File: config.mk
export PLATFORM = sky130hd
export DESIGN_NAME = xpak_container_parser_flat
export DESIGN_NICKNAME = d
export VERILOG_FILES = /design/src/design/xpak_pkg.sv /design/src/design/xpak_container_parser_if.sv /design/src/design/xpak_parse_core.sv /design/src/design/xpak_out_reg.sv /design/src/design/xpak_container_parser.sv /design/src/flat_wrapper.sv
export VERILOG_INCLUDE_DIRS = /design/src /design/src/design
export SDC_FILE = /design/constraint.sdc
export NUM_CORES = 1
export LEC_CHECK = 0
export ABC_AREA = 1
export BUFFER_PORTS_ARGS = -buffer_cell sky130_fd_sc_hd__buf_2
export CORE_ASPECT_RATIO = 1.5
export CORE_MARGIN = 2
export CORE_UTILIZATION = 59
export CTS_BUF_LIST = sky130_fd_sc_hd__clkbuf_16
export DETAILED_ROUTE_END_ITERATION = 8
export PLACE_DENSITY = 0.77
export SLEW_MARGIN = 20
export SYNTH_ARGS = -nofsm -noshare
export SYNTH_HDL_FRONTEND = slang
export SYNTH_SLANG_ARGS = --single-unit
File: constraint.sdc
create_clock -name clk_i -period 11.5 [get_ports clk_i]
set_input_delay 1.15 -clock clk_i [delete_from_list [all_inputs] [get_ports clk_i]]
set_output_delay 1.15 -clock clk_i [all_outputs]
set_load 0.02 [all_outputs]
File: src/design/xpak_container_parser_defines.svh
// ----------------------------------------------------------------------------
// xpak container parser assertion macros
// shared concurrent assertion forms, all disabled while reset is active
// ----------------------------------------------------------------------------
`ifndef XPAK_CONTAINER_PARSER_DEFINES_SVH
`define XPAK_CONTAINER_PARSER_DEFINES_SVH

// invariant that holds at every clock edge out of reset
`define XPAK_ASSERT(label, clk, rst_n, prop, msg) \
  label: assert property (@(posedge clk) disable iff (!rst_n) (prop)) else $error(msg);

// same-cycle implication
`define XPAK_ASSERT_IMPL(label, clk, rst_n, ante, cons, msg) \
  label: assert property (@(posedge clk) disable iff (!rst_n) (ante) |-> (cons)) else $error(msg);

// next-cycle implication
`define XPAK_ASSERT_NEXT(label, clk, rst_n, ante, cons, msg) \
  label: assert property (@(posedge clk) disable iff (!rst_n) (ante) |=> (cons)) else $error(msg);

`endif

File: src/design/xpak_pkg.sv
// ----------------------------------------------------------------------------
// xpak container parser package
// result kinds, status codes, magic strings and the result record
// ----------------------------------------------------------------------------
`timescale 1ns / 1ps

package xpak_pkg;

  typedef enum logic [1:0] {
    KIND_NAME   = 2'd0,
    KIND_ENTRY  = 2'd1,
    KIND_DATA   = 2'd2,
    KIND_STATUS = 2'd3
  } kind_e;

  typedef enum logic [2:0] {
    ST_OK         = 3'd0,
    ST_BAD_INTRO  = 3'd1,
    ST_TOTAL_LEN  = 3'd2,
    ST_IDX_OVERRUN = 3'd3,
    ST_SUM_MISMATCH = 3'd4,
    ST_BAD_OUTRO  = 3'd5,
    ST_EARLY_END  = 3'd6
  } status_e;

  localparam logic [63:0] INTRO_MAGIC = "XPAKPACK";
  localparam logic [63:0] OUTRO_MAGIC = "XPAKSTOP";

  // sum of entry lengths saturates here
  localparam logic [32:0] SUM_CAP = 33'h1_0000_0000;

  typedef struct packed {
    logic        valid;
    kind_e       kind;
    logic [7:0]  out_byte;
    logic [31:0] entry_offset;
    logic [31:0] entry_length;
    status_e     status;
  } result_t;

  // byte idx of an 8-char magic, first character first
  function automatic logic [7:0] magic_byte(input logic [63:0] magic, input logic [2:0] idx);
    return magic[{~idx, 3'b000} +: 8];
  endfunction

endpackage

File: src/design/xpak_container_parser_if.sv
// ----------------------------------------------------------------------------
// xpak container parser stream interfaces
// byte input channel and result output channel, valid/ready handshake
// ----------------------------------------------------------------------------
`timescale 1ns / 1ps

interface xpak_in_if;
  logic       valid;
  logic       ready;
  logic [7:0] in_byte;
  logic       in_final;

  modport source (output valid, output in_byte, output in_final, input ready);
  modport sink (input valid, input in_byte, input in_final, output ready);
endinterface

interface xpak_out_if;
  logic        valid;
  logic        ready;
  logic [1:0]  kind;
  logic [7:0]  out_byte;
  logic [31:0] entry_offset;
  logic [31:0] entry_length;
  logic [2:0]  status;

  modport source (output valid, output kind, output out_byte, output entry_offset,
                  output entry_length, output status, input ready);
  modport sink (input valid, input kind, input out_byte, input entry_offset,
                input entry_length, input status, output ready);
endinterface

File: src/design/xpak_parse_core.sv
// ----------------------------------------------------------------------------
// xpak parse core
// container state machine, one byte per step, result formed combinationally
// ----------------------------------------------------------------------------
`timescale 1ns / 1ps
`include "xpak_container_parser_defines.svh"

module xpak_parse_core (
  input  logic             clk_i,
  input  logic             rst_ni,
  input  logic             step_i,
  input  logic [7:0]       byte_i,
  input  logic             final_i,
  output xpak_pkg::result_t res_o
);
  import xpak_pkg::*;

  typedef enum logic [3:0] {
    PH_INTRO   = 4'd0,
    PH_IDXLEN  = 4'd1,
    PH_DATLEN  = 4'd2,
    PH_NAMELEN = 4'd3,
    PH_NAME    = 4'd4,
    PH_OFFSET  = 4'd5,
    PH_ELEN    = 4'd6,
    PH_DATA    = 4'd7,
    PH_OUTRO   = 4'd8,
    PH_DRAIN   = 4'd9
  } phase_e;

  phase_e      phase_q, phase_d;
  logic [2:0]  fbc_q, fbc_d;
  logic [31:0] word_q, word_d;
  logic [31:0] idx_left_q, idx_left_d;
  logic [31:0] total_q, total_d;
  logic [31:0] data_left_q, data_left_d;
  logic [31:0] name_left_q, name_left_d;
  logic [31:0] offset_q, offset_d;
  logic [32:0] sum_q, sum_d;
  status_e     err_q, err_d;

  logic [31:0] word_next;
  logic        word_done;
  logic [2:0]  fbc_word;
  logic [32:0] sum_add;
  logic        leave_idx;
  logic        outro_done;
  status_e     fail_code;
  result_t     res;

  assign word_next = {word_q[23:0], byte_i};
  assign word_done = (fbc_q >= 3'd3);
  assign fbc_word  = word_done ? 3'd0 : fbc_q + 3'd1;
  assign sum_add   = sum_q + {1'b0, word_next};

  always_comb begin
    phase_d     = phase_q;
    fbc_d       = fbc_q;
    word_d      = word_q;
    idx_left_d  = idx_left_q;
    total_d     = total_q;
    data_left_d = data_left_q;
    name_left_d = name_left_q;
    offset_d    = offset_q;
    sum_d       = sum_q;
    err_d       = err_q;
    leave_idx   = 1'b0;
    outro_done  = 1'b0;
    fail_code   = ST_OK;
    res         = '0;

    case (phase_q)
      PH_INTRO: begin
        if (byte_i != magic_byte(INTRO_MAGIC, fbc_q)) begin
          fail_code = ST_BAD_INTRO;
        end else if (fbc_q == 3'd7) begin
          fbc_d   = 3'd0;
          word_d  = '0;
          phase_d = PH_IDXLEN;
        end else begin
          fbc_d = fbc_q + 3'd1;
        end
      end
      PH_IDXLEN: begin
        word_d = word_next;
        fbc_d  = fbc_word;
        if (word_done) begin
          idx_left_d = word_next;
          phase_d    = PH_DATLEN;
        end
      end
      PH_DATLEN: begin
        word_d = word_next;
        fbc_d  = fbc_word;
        if (word_done) begin
          total_d = word_next;
          sum_d   = '0;
          if (idx_left_q == '0) begin
            leave_idx = 1'b1;
          end else begin
            phase_d = PH_NAMELEN;
          end
        end
      end
      PH_NAMELEN, PH_NAME, PH_OFFSET, PH_ELEN: begin
        idx_left_d = idx_left_q - 32'd1;
        case (phase_q)
          PH_NAMELEN: begin
            word_d = word_next;
            fbc_d  = fbc_word;
            if (word_done) begin
              name_left_d = word_next;
              phase_d     = (word_next == '0) ? PH_OFFSET : PH_NAME;
            end
          end
          PH_NAME: begin
            res.valid    = 1'b1;
            res.kind     = KIND_NAME;
            res.out_byte = byte_i;
            name_left_d  = name_left_q - 32'd1;
            if (name_left_q == 32'd1) begin
              fbc_d   = 3'd0;
              phase_d = PH_OFFSET;
            end
          end
          PH_OFFSET: begin
            word_d = word_next;
            fbc_d  = fbc_word;
            if (word_done) begin
              offset_d = word_next;
              phase_d  = PH_ELEN;
            end
          end
          default: begin
            word_d = word_next;
            fbc_d  = fbc_word;
            if (word_done) begin
              res.valid        = 1'b1;
              res.kind         = KIND_ENTRY;
              res.entry_offset = offset_q;
              res.entry_length = word_next;
              sum_d            = (sum_add > SUM_CAP) ? SUM_CAP : sum_add;
              phase_d          = PH_NAMELEN;
            end
          end
        endcase
        // index exhausted: fine only on an entry boundary
        if (idx_left_d == '0) begin
          if (phase_d == PH_NAMELEN && fbc_d == 3'd0) begin
            leave_idx = 1'b1;
          end else begin
            fail_code = ST_IDX_OVERRUN;
          end
        end
      end
      PH_DATA: begin
        res.valid    = 1'b1;
        res.kind     = KIND_DATA;
        res.out_byte = byte_i;
        data_left_d  = data_left_q - 32'd1;
        if (data_left_q == 32'd1) begin
          fbc_d   = 3'd0;
          phase_d = PH_OUTRO;
        end
      end
      PH_OUTRO: begin
        if (byte_i != magic_byte(OUTRO_MAGIC, fbc_q)) begin
          fail_code = ST_BAD_OUTRO;
        end else if (fbc_q == 3'd7) begin
          if (final_i) begin
            outro_done = 1'b1;
          end else begin
            fail_code = ST_TOTAL_LEN;
          end
        end else begin
          fbc_d = fbc_q + 3'd1;
        end
      end
      default: begin
        phase_d = PH_DRAIN;
      end
    endcase

    // end of index: check the length sum, then data or straight to outro
    if (leave_idx) begin
      fbc_d = 3'd0;
      if (sum_d != {1'b0, total_d}) begin
        fail_code = ST_SUM_MISMATCH;
      end else if (total_d == '0) begin
        phase_d = PH_OUTRO;
      end else begin
        data_left_d = total_d;
        phase_d     = PH_DATA;
      end
    end

    // first error sticks, rest of the container is swallowed
    if (fail_code != ST_OK) begin
      if (err_q == ST_OK) begin
        err_d = fail_code;
      end
      phase_d = PH_DRAIN;
      fbc_d   = 3'd0;
    end

    if (final_i) begin
      res        = '0;
      res.valid  = 1'b1;
      res.kind   = KIND_STATUS;
      res.status = (err_d != ST_OK) ? err_d : (outro_done ? ST_OK : ST_EARLY_END);
      phase_d     = PH_INTRO;
      fbc_d       = '0;
      word_d      = '0;
      idx_left_d  = '0;
      total_d     = '0;
      data_left_d = '0;
      name_left_d = '0;
      offset_d    = '0;
      sum_d       = '0;
      err_d       = ST_OK;
    end
  end

  assign res_o = res;

  always_ff @(posedge clk_i or negedge rst_ni) begin
    if (!rst_ni) begin
      phase_q     <= PH_INTRO;
      fbc_q       <= '0;
      word_q      <= '0;
      idx_left_q  <= '0;
      total_q     <= '0;
      data_left_q <= '0;
      name_left_q <= '0;
      offset_q    <= '0;
      sum_q       <= '0;
      err_q       <= ST_OK;
    end else if (step_i) begin
      phase_q     <= phase_d;
      fbc_q       <= fbc_d;
      word_q      <= word_d;
      idx_left_q  <= idx_left_d;
      total_q     <= total_d;
      data_left_q <= data_left_d;
      name_left_q <= name_left_d;
      offset_q    <= offset_d;
      sum_q       <= sum_d;
      err_q       <= err_d;
    end
  end

  `XPAK_ASSERT_NEXT(a_final_restarts, clk_i, rst_ni, step_i && final_i, phase_q == PH_INTRO && err_q == ST_OK && fbc_q == 3'd0, "state not cleared after final byte")
  `XPAK_ASSERT_NEXT(a_drain_holds, clk_i, rst_ni, step_i && !final_i && phase_q == PH_DRAIN, phase_q == PH_DRAIN, "left drain before final byte")
  `XPAK_ASSERT_IMPL(a_err_in_drain, clk_i, rst_ni, err_q != ST_OK, phase_q == PH_DRAIN, "error recorded outside drain")
  `XPAK_ASSERT_IMPL(a_sum_saturated, clk_i, rst_ni, sum_q[32], sum_q[31:0] == '0, "length sum above cap")

endmodule

File: src/design/xpak_out_reg.sv
// ----------------------------------------------------------------------------
// xpak output register
// holds one result record and drives the output channel
// ----------------------------------------------------------------------------
`timescale 1ns / 1ps
`include "xpak_container_parser_defines.svh"

module xpak_out_reg (
  input  logic              clk_i,
  input  logic              rst_ni,
  input  logic              load_i,
  input  xpak_pkg::result_t res_i,
  output logic              room_o,
  xpak_out_if.source        out_o
);
  import xpak_pkg::*;

  logic    valid_q;
  result_t res_q;

  assign room_o = !valid_q || out_o.ready;

  always_ff @(posedge clk_i or negedge rst_ni) begin
    if (!rst_ni) begin
      valid_q <= 1'b0;
    end else if (load_i) begin
      valid_q <= 1'b1;
    end else if (out_o.ready) begin
      valid_q <= 1'b0;
    end
  end

  always_ff @(posedge clk_i) begin
    if (load_i) begin
      res_q <= res_i;
    end
  end

  assign out_o.valid        = valid_q;
  assign out_o.kind         = res_q.kind;
  assign out_o.out_byte     = res_q.out_byte;
  assign out_o.entry_offset = res_q.entry_offset;
  assign out_o.entry_length = res_q.entry_length;
  assign out_o.status       = res_q.status;

  `XPAK_ASSERT_IMPL(a_no_overwrite, clk_i, rst_ni, load_i, !valid_q || out_o.ready, "result overwritten before transfer")
  `XPAK_ASSERT_IMPL(a_status_only_final, clk_i, rst_ni, valid_q && res_q.kind != KIND_STATUS, res_q.status == ST_OK, "status set on a non-status result")

endmodule

File: src/design/xpak_container_parser.sv
// ----------------------------------------------------------------------------
// xpak container parser
// streaming parser for an xpak container: intro, index, data, outro checks
// ----------------------------------------------------------------------------
//
//   channel  dir  payload                                          transfer
//   in_i     in   in_byte[7:0], in_final                            valid & ready
//   out_o    out  kind[1:0], out_byte[7:0], entry_offset[31:0],     valid & ready
//                 entry_length[31:0], status[2:0]
//
// one byte per cycle sustained while the output channel is ready; a byte is held in the input
//   register and its result, if any, is loaded into the output register as the byte moves on
// the parse state machine updates once per byte, set by the input register
//   handing over to the output register
// reset (rst_ni low, async) empties both registers and returns to the intro phase
// a stalled output holds its result while one more byte waits in the input register
// bytes that produce no result pass without touching the output register
`timescale 1ns / 1ps

module xpak_container_parser (
  input  logic       clk_i,
  input  logic       rst_ni,
  xpak_in_if.sink    in_i,
  xpak_out_if.source out_o
);
  import xpak_pkg::*;

  // input register
  logic       in_valid_q;
  logic [7:0] in_byte_q;
  logic       in_final_q;

  // core handshake
  logic    out_room;
  logic    advance;
  result_t core_res;

  // the held byte moves on when the output register can take its result
  assign advance  = in_valid_q && out_room;
  // take a new byte when the input register is empty or emptying now
  assign in_i.ready = !in_valid_q || advance;

  always_ff @(posedge clk_i or negedge rst_ni) begin
    if (!rst_ni) begin
      in_valid_q <= 1'b0;
    end else if (in_i.valid && in_i.ready) begin
      in_valid_q <= 1'b1;
    end else if (advance) begin
      in_valid_q <= 1'b0;
    end
  end

  // payload capture, no reset needed
  always_ff @(posedge clk_i) begin
    if (in_i.valid && in_i.ready) begin
      in_byte_q  <= in_i.in_byte;
      in_final_q <= in_i.in_final;
    end
  end

  // parse state machine, steps once per held byte
  xpak_parse_core u_core (
    .clk_i   (clk_i),
    .rst_ni  (rst_ni),
    .step_i  (advance),
    .byte_i  (in_byte_q),
    .final_i (in_final_q),
    .res_o   (core_res)
  );

  // output register, loaded only for bytes that give a result
  xpak_out_reg u_out (
    .clk_i  (clk_i),
    .rst_ni (rst_ni),
    .load_i (advance && core_res.valid),
    .res_i  (core_res),
    .room_o (out_room),
    .out_o  (out_o)
  );

endmodule

File: src/flat_wrapper.sv
// flat-port wrapper written by rule: the top's interface ports become plain ports
module xpak_container_parser_flat import xpak_pkg::*;
  (clk_i, rst_ni, in_i_valid, in_i_in_byte, in_i_in_final, in_i_ready, out_o_valid, out_o_kind, out_o_out_byte, out_o_entry_offset, out_o_entry_length, out_o_status, out_o_ready);
  xpak_in_if in_i_i ();
  xpak_out_if out_o_i ();
  input  logic clk_i;
  input  logic rst_ni;
  input wire logic [$bits(in_i_i.valid)-1:0] in_i_valid;
  input wire logic [$bits(in_i_i.in_byte)-1:0] in_i_in_byte;
  input wire logic [$bits(in_i_i.in_final)-1:0] in_i_in_final;
  output wire logic [$bits(in_i_i.ready)-1:0] in_i_ready;
  output wire logic [$bits(out_o_i.valid)-1:0] out_o_valid;
  output wire logic [$bits(out_o_i.kind)-1:0] out_o_kind;
  output wire logic [$bits(out_o_i.out_byte)-1:0] out_o_out_byte;
  output wire logic [$bits(out_o_i.entry_offset)-1:0] out_o_entry_offset;
  output wire logic [$bits(out_o_i.entry_length)-1:0] out_o_entry_length;
  output wire logic [$bits(out_o_i.status)-1:0] out_o_status;
  input wire logic [$bits(out_o_i.ready)-1:0] out_o_ready;
  assign in_i_i.valid = in_i_valid;
  assign in_i_i.in_byte = in_i_in_byte;
  assign in_i_i.in_final = in_i_in_final;
  assign in_i_ready = in_i_i.ready;
  assign out_o_valid = out_o_i.valid;
  assign out_o_kind = out_o_i.kind;
  assign out_o_out_byte = out_o_i.out_byte;
  assign out_o_entry_offset = out_o_i.entry_offset;
  assign out_o_entry_length = out_o_i.entry_length;
  assign out_o_status = out_o_i.status;
  assign out_o_i.ready = out_o_ready;
  xpak_container_parser u_core (.clk_i(clk_i), .rst_ni(rst_ni), .in_i(in_i_i), .out_o(out_o_i));
endmodule
==> results by group <==
Floorplanning
  – Initial core utilization: 59.6%
  – IO Pins: 92
  – Die Area: 36100 um2
  – Die Y: 232 um
  – Die extent in x: 156 um
  – Core area: 34200 um2
  – Num rows: 83

Hold path
  – Hold depth: 2
  – Hold EP: u_core.u_core.total_q[27]$_DFFE_PN0P_
  – Min-Delay Path Class: flop to flop
  – Hold Startpoint: u_core.u_core.total_q[27]$_DFFE_PN0P_

Drt
  – Initial DRC count: 2211
  – First-pass DRT Iterations: 6
  – DR WL/cell: 21.4 um
  – Via/cell ratio: 6.04
  – Routed vias: 20600
  – WL final: 73100 um
  – Post-DRT Antenna Nets: 0
  – DRC: 0

Clocking
  – Root Buffer: clkbuf_16
  – Max clock buf depth: 3
  – Total CTS buffers: 30
  – Post-CTS setup buffer count: 0
  – Hold-fix buffers, CTS: 0
  – Worst-Skew Late Latency: 600 ps
  – TritonCTS clock tree: yes
  – Post-CTS Resized: 0
  – Clk sinks: 315
  – Reg clk slew, reported paths: 70 ps
  – H-tree lvl count: 1

Setup path
  – FF-to-FF setup slack: 5550 ps
  – Slowest cell on crit path: fa_1
  – RR Startpoint: u_core.in_byte_q[1]$_DFFE_PP_
  – RR Endpoint: u_core.u_core.data_left_q[8]$_DFFE_PN0P_
  – Type of origin of the critical path: flop
  – Worst EP arrival: 6430 ps
  – Largest fanout on the critical path: 30
  – Worst R2R Path Depth: 32
  – Worst Path Class, Setup: flop to flop
  – Buf/Inv on CP: 2
  – CP most frequent cell: nand2_1
  – Data required time of the critical path: 11980 ps
  – Crit path max-delay family: simple AND/OR/NAND/NOR gates
  – Crit-path max cell delay: 600 ps
  – Critical Path End Type: flop

Placement
  – Placed cells: 3353
  – Buffers on Ports: 91
  – RePlAce Congestion: 0.976
  – Detailed placement HPWL: 52300 um

Logic synthesis
  – Cell count after synthesis: 2896
  – Yosys reg bits: 315
  – Syn nets: 2954
  – Seq/Total Area, Yosys: 40.8%
  – Unique cell type count in the Yosys netlist: 51
  – Main synth FF type: dfrtp_1
  – Synthesized area: 20400 um2
  – Post-synth EDFFs: 86
  – Syn. warnings: 0
  – Syn Area/Cell: 7.03 um2
  – Async set-reset flop share out of synthesis: 72.7%

Power and ir drop
  – Total Power: 3400 uW
  – Leakage power: 0.0116 uW
  – PwrDens: 152 nW/um2
  – Max VDD drop: 0.000129 V

STA
  – Fmax: 168 MHz
  – Fin crit share: 51.8%
  – Worst slew pin tran: 1020 ps
  – Final setup viols: 0
  – Clk_skew: 15.9 ps
  – Worst slew margin: 31.6%
  – Hold slack: 491 ps
  – RSZ-0062 raised after global routing: false
  – TNS Setup: 0 ps
  – Final Critical Period: 5950 ps
  – Pins over their slew limit: 0
  – Final Hold Viols: 0

Cells and area
  – Post-Layout Cell Count: 3414
  – Register area: 8310 um2
  – Total Nets Final: 3019
  – Layout cells sized above 1: 7.44%
  – Syn-to-layout area delta: 9.95%
  – Area of the multi-input gates: 10100 um2
  – Fin util: 65.5%
  – Filler Cell Count: 3148

GRT
  – Global-route wire length before repair: 111000 um
  – GRT Total Usage: 40.3%
  – Initial antenna violation count: 4
  – Largest net degree at the start of global routing: 123
  – GRT Residual Overflow: 0
  – Number of global-route vias before repair: 19800

Flow run
  – Max-cap violations: 0

Run status
  – Status: completed
registers in the layout (all words and copies together) (netlist names):
register and flops:
u_core.in_byte_q 8, u_core.in_final_q 1, u_core.in_valid_q 1, u_core.u_core.data_left_q 32, u_core.u_core.err_q 3, u_core.u_core.fbc_q 3, u_core.u_core.idx_left_q 32, u_core.u_core.name_left_q 32
u_core.u_core.offset_q 32, u_core.u_core.phase_q 4, u_core.u_core.sum_q 33, u_core.u_core.total_q 32, u_core.u_core.word_q 24, u_core.u_out.out_o.entry_length 32, u_core.u_out.out_o.entry_offset 32, u_core.u_out.out_o.kind 2
u_core.u_out.out_o.out_byte 8, u_core.u_out.out_o.status 3, u_core.u_out.out_o.valid 1
report_power, final:
group	total [uW]	leakage [uW]	internal (uW)	switching (uW)
Combinational	1030	0.00701	291	737
Clock	1060	0.000544	587	475
Sequential	1310	0.00399	1240	76.8
cells in the mapped netlist, types with 6 or more instances:
library cell | count | area share (%)
a21oi_1 | 72 | 1.8
clkbuf_1 | 79 | 1.5
buf_2 | 8 | 0.20
xor2_1 | 57 | 2.5
nand2_1 | 791 | 15
nor3_1 | 59 | 1.4
o21ai_1 | 27 | 0.66
dfrtp_1 | 229 | 28
nand3b_1 | 14 | 0.52
edfxtp_1 | 86 | 13
ha_1 | 44 | 2.7
o32ai_1 | 22 | 0.95
nand4_1 | 53 | 1.6
o22ai_1 | 46 | 1.4
nand3_1 | 152 | 3.7
clkinv_1 | 6 | 0.11
a22o_1 | 23 | 0.99
a31oi_1 | 7 | 0.22
nor4_1 | 24 | 0.74
xnor2_1 | 17 | 0.73
o21ai_0 | 217 | 5.3
nor2_1 | 358 | 6.6
o211ai_1 | 19 | 0.70
buf_1 | 7 | 0.13
inv_1 | 417 | 7.7
worst min-delay path: stages, from the launching register on:
cell and delay (ps):
dfrtp_1 340, nand2_1 50, o21ai_0 60
worst max-delay path by stage:
| stage | end | startpoint | cells after the start | slack, ps |
|---|---|---|---|---|
| 3_3_place_gp | u_core.u_core.data_left_q[12]$_DFFE_PN0P_ | u_core.in_byte_q[1]$_DFFE_PP_ | 32 | 5920 |
| 6_report | u_core.u_core.data_left_q[8]$_DFFE_PN0P_ | u_core.in_byte_q[1]$_DFFE_PP_ | 32 | 5550 |
| 4_1_cts | u_core.u_core.data_left_q[8]$_DFFE_PN0P_ | u_core.in_byte_q[1]$_DFFE_PP_ | 32 | 5710 |
| 3_5_place_dp | u_core.u_core.data_left_q[8]$_DFFE_PN0P_ | u_core.in_byte_q[1]$_DFFE_PP_ | 32 | 5810 |
| 2_1_floorplan | u_core.u_out.out_o.entry_length[0]$_SDFFCE_PP0P_ | out_o_ready | 5 | 5370 |
| 5_1_grt | u_core.u_core.data_left_q[15]$_DFFE_PN0P_ | u_core.in_byte_q[1]$_DFFE_PP_ | 32 | 5120 |
cell usage in the layout, fill, tap and decap left out, types with 19 or more instances in the layout:
cell and n:
nand2_1 788, inv_1 423, nor2_1 355, dfrtp_1 229, o21ai_0 216, nand3_1 152, buf_2 90, edfxtp_1 86
a21oi_1 71, xor2_1 57, nor3_1 56, nand4_1 53, o22ai_1 46, ha_1 44, buf_4 42, clkbuf_16 31
o21ai_1 27, nor4_1 23, a22o_1 23, o32ai_1 22, o211ai_1 19
metal layers:
| layer | share of wire (%) | vias up | GRT usage, % |
|---|---|---|---|
| met5 | 0.015 | - | 0 |
| met4 | 9.3 | 2 | 31.1 |
| met3 | 7.6 | 344 | 5.52 |
| met2 | 49 | 1111 | 69.1 |
| met1 | 35 | 9624 | 45.0 |
| li1 | - | 9553 | - |
cells by family (layout without fill, tap and decap cells):
logic type	after synthesis	in the layout	synth area share (%)
flip-flops	315	315	40.8
other	0	4	0
AO/OA/AOI/OAI	457	457	13.0
buffers and inverters	529	618	9.98
adder cells (fa/ha/maj)	45	45	2.80
XOR/XNOR	74	74	3.18
AND/OR/NAND/NOR	1476	1476	30.2
area by class of cell:
class / count / area share, %
Antenna cell: 4 / 0.0447
Clock buffer: 31 / 3.46
Clock inverter: 25 / 1.17
Inverter: 428 / 7.17
Multi-Input combinational cell: 2052 / 45.0
Sequential cell: 315 / 37.1
Tap cell: 425 / 2.37
Timing Repair Buffer: 134 / 3.61
per-stage QoR:
step	setup WS [ps]	cell area, um2
final	5550	22400
after floorplan	5370	20400
after detailed placement	5810	21300
after global routing	5120	22400
after CTS	5710	22300
after global placement	5920	21300
Note: power is estimated with default switching activity, not from simulation.
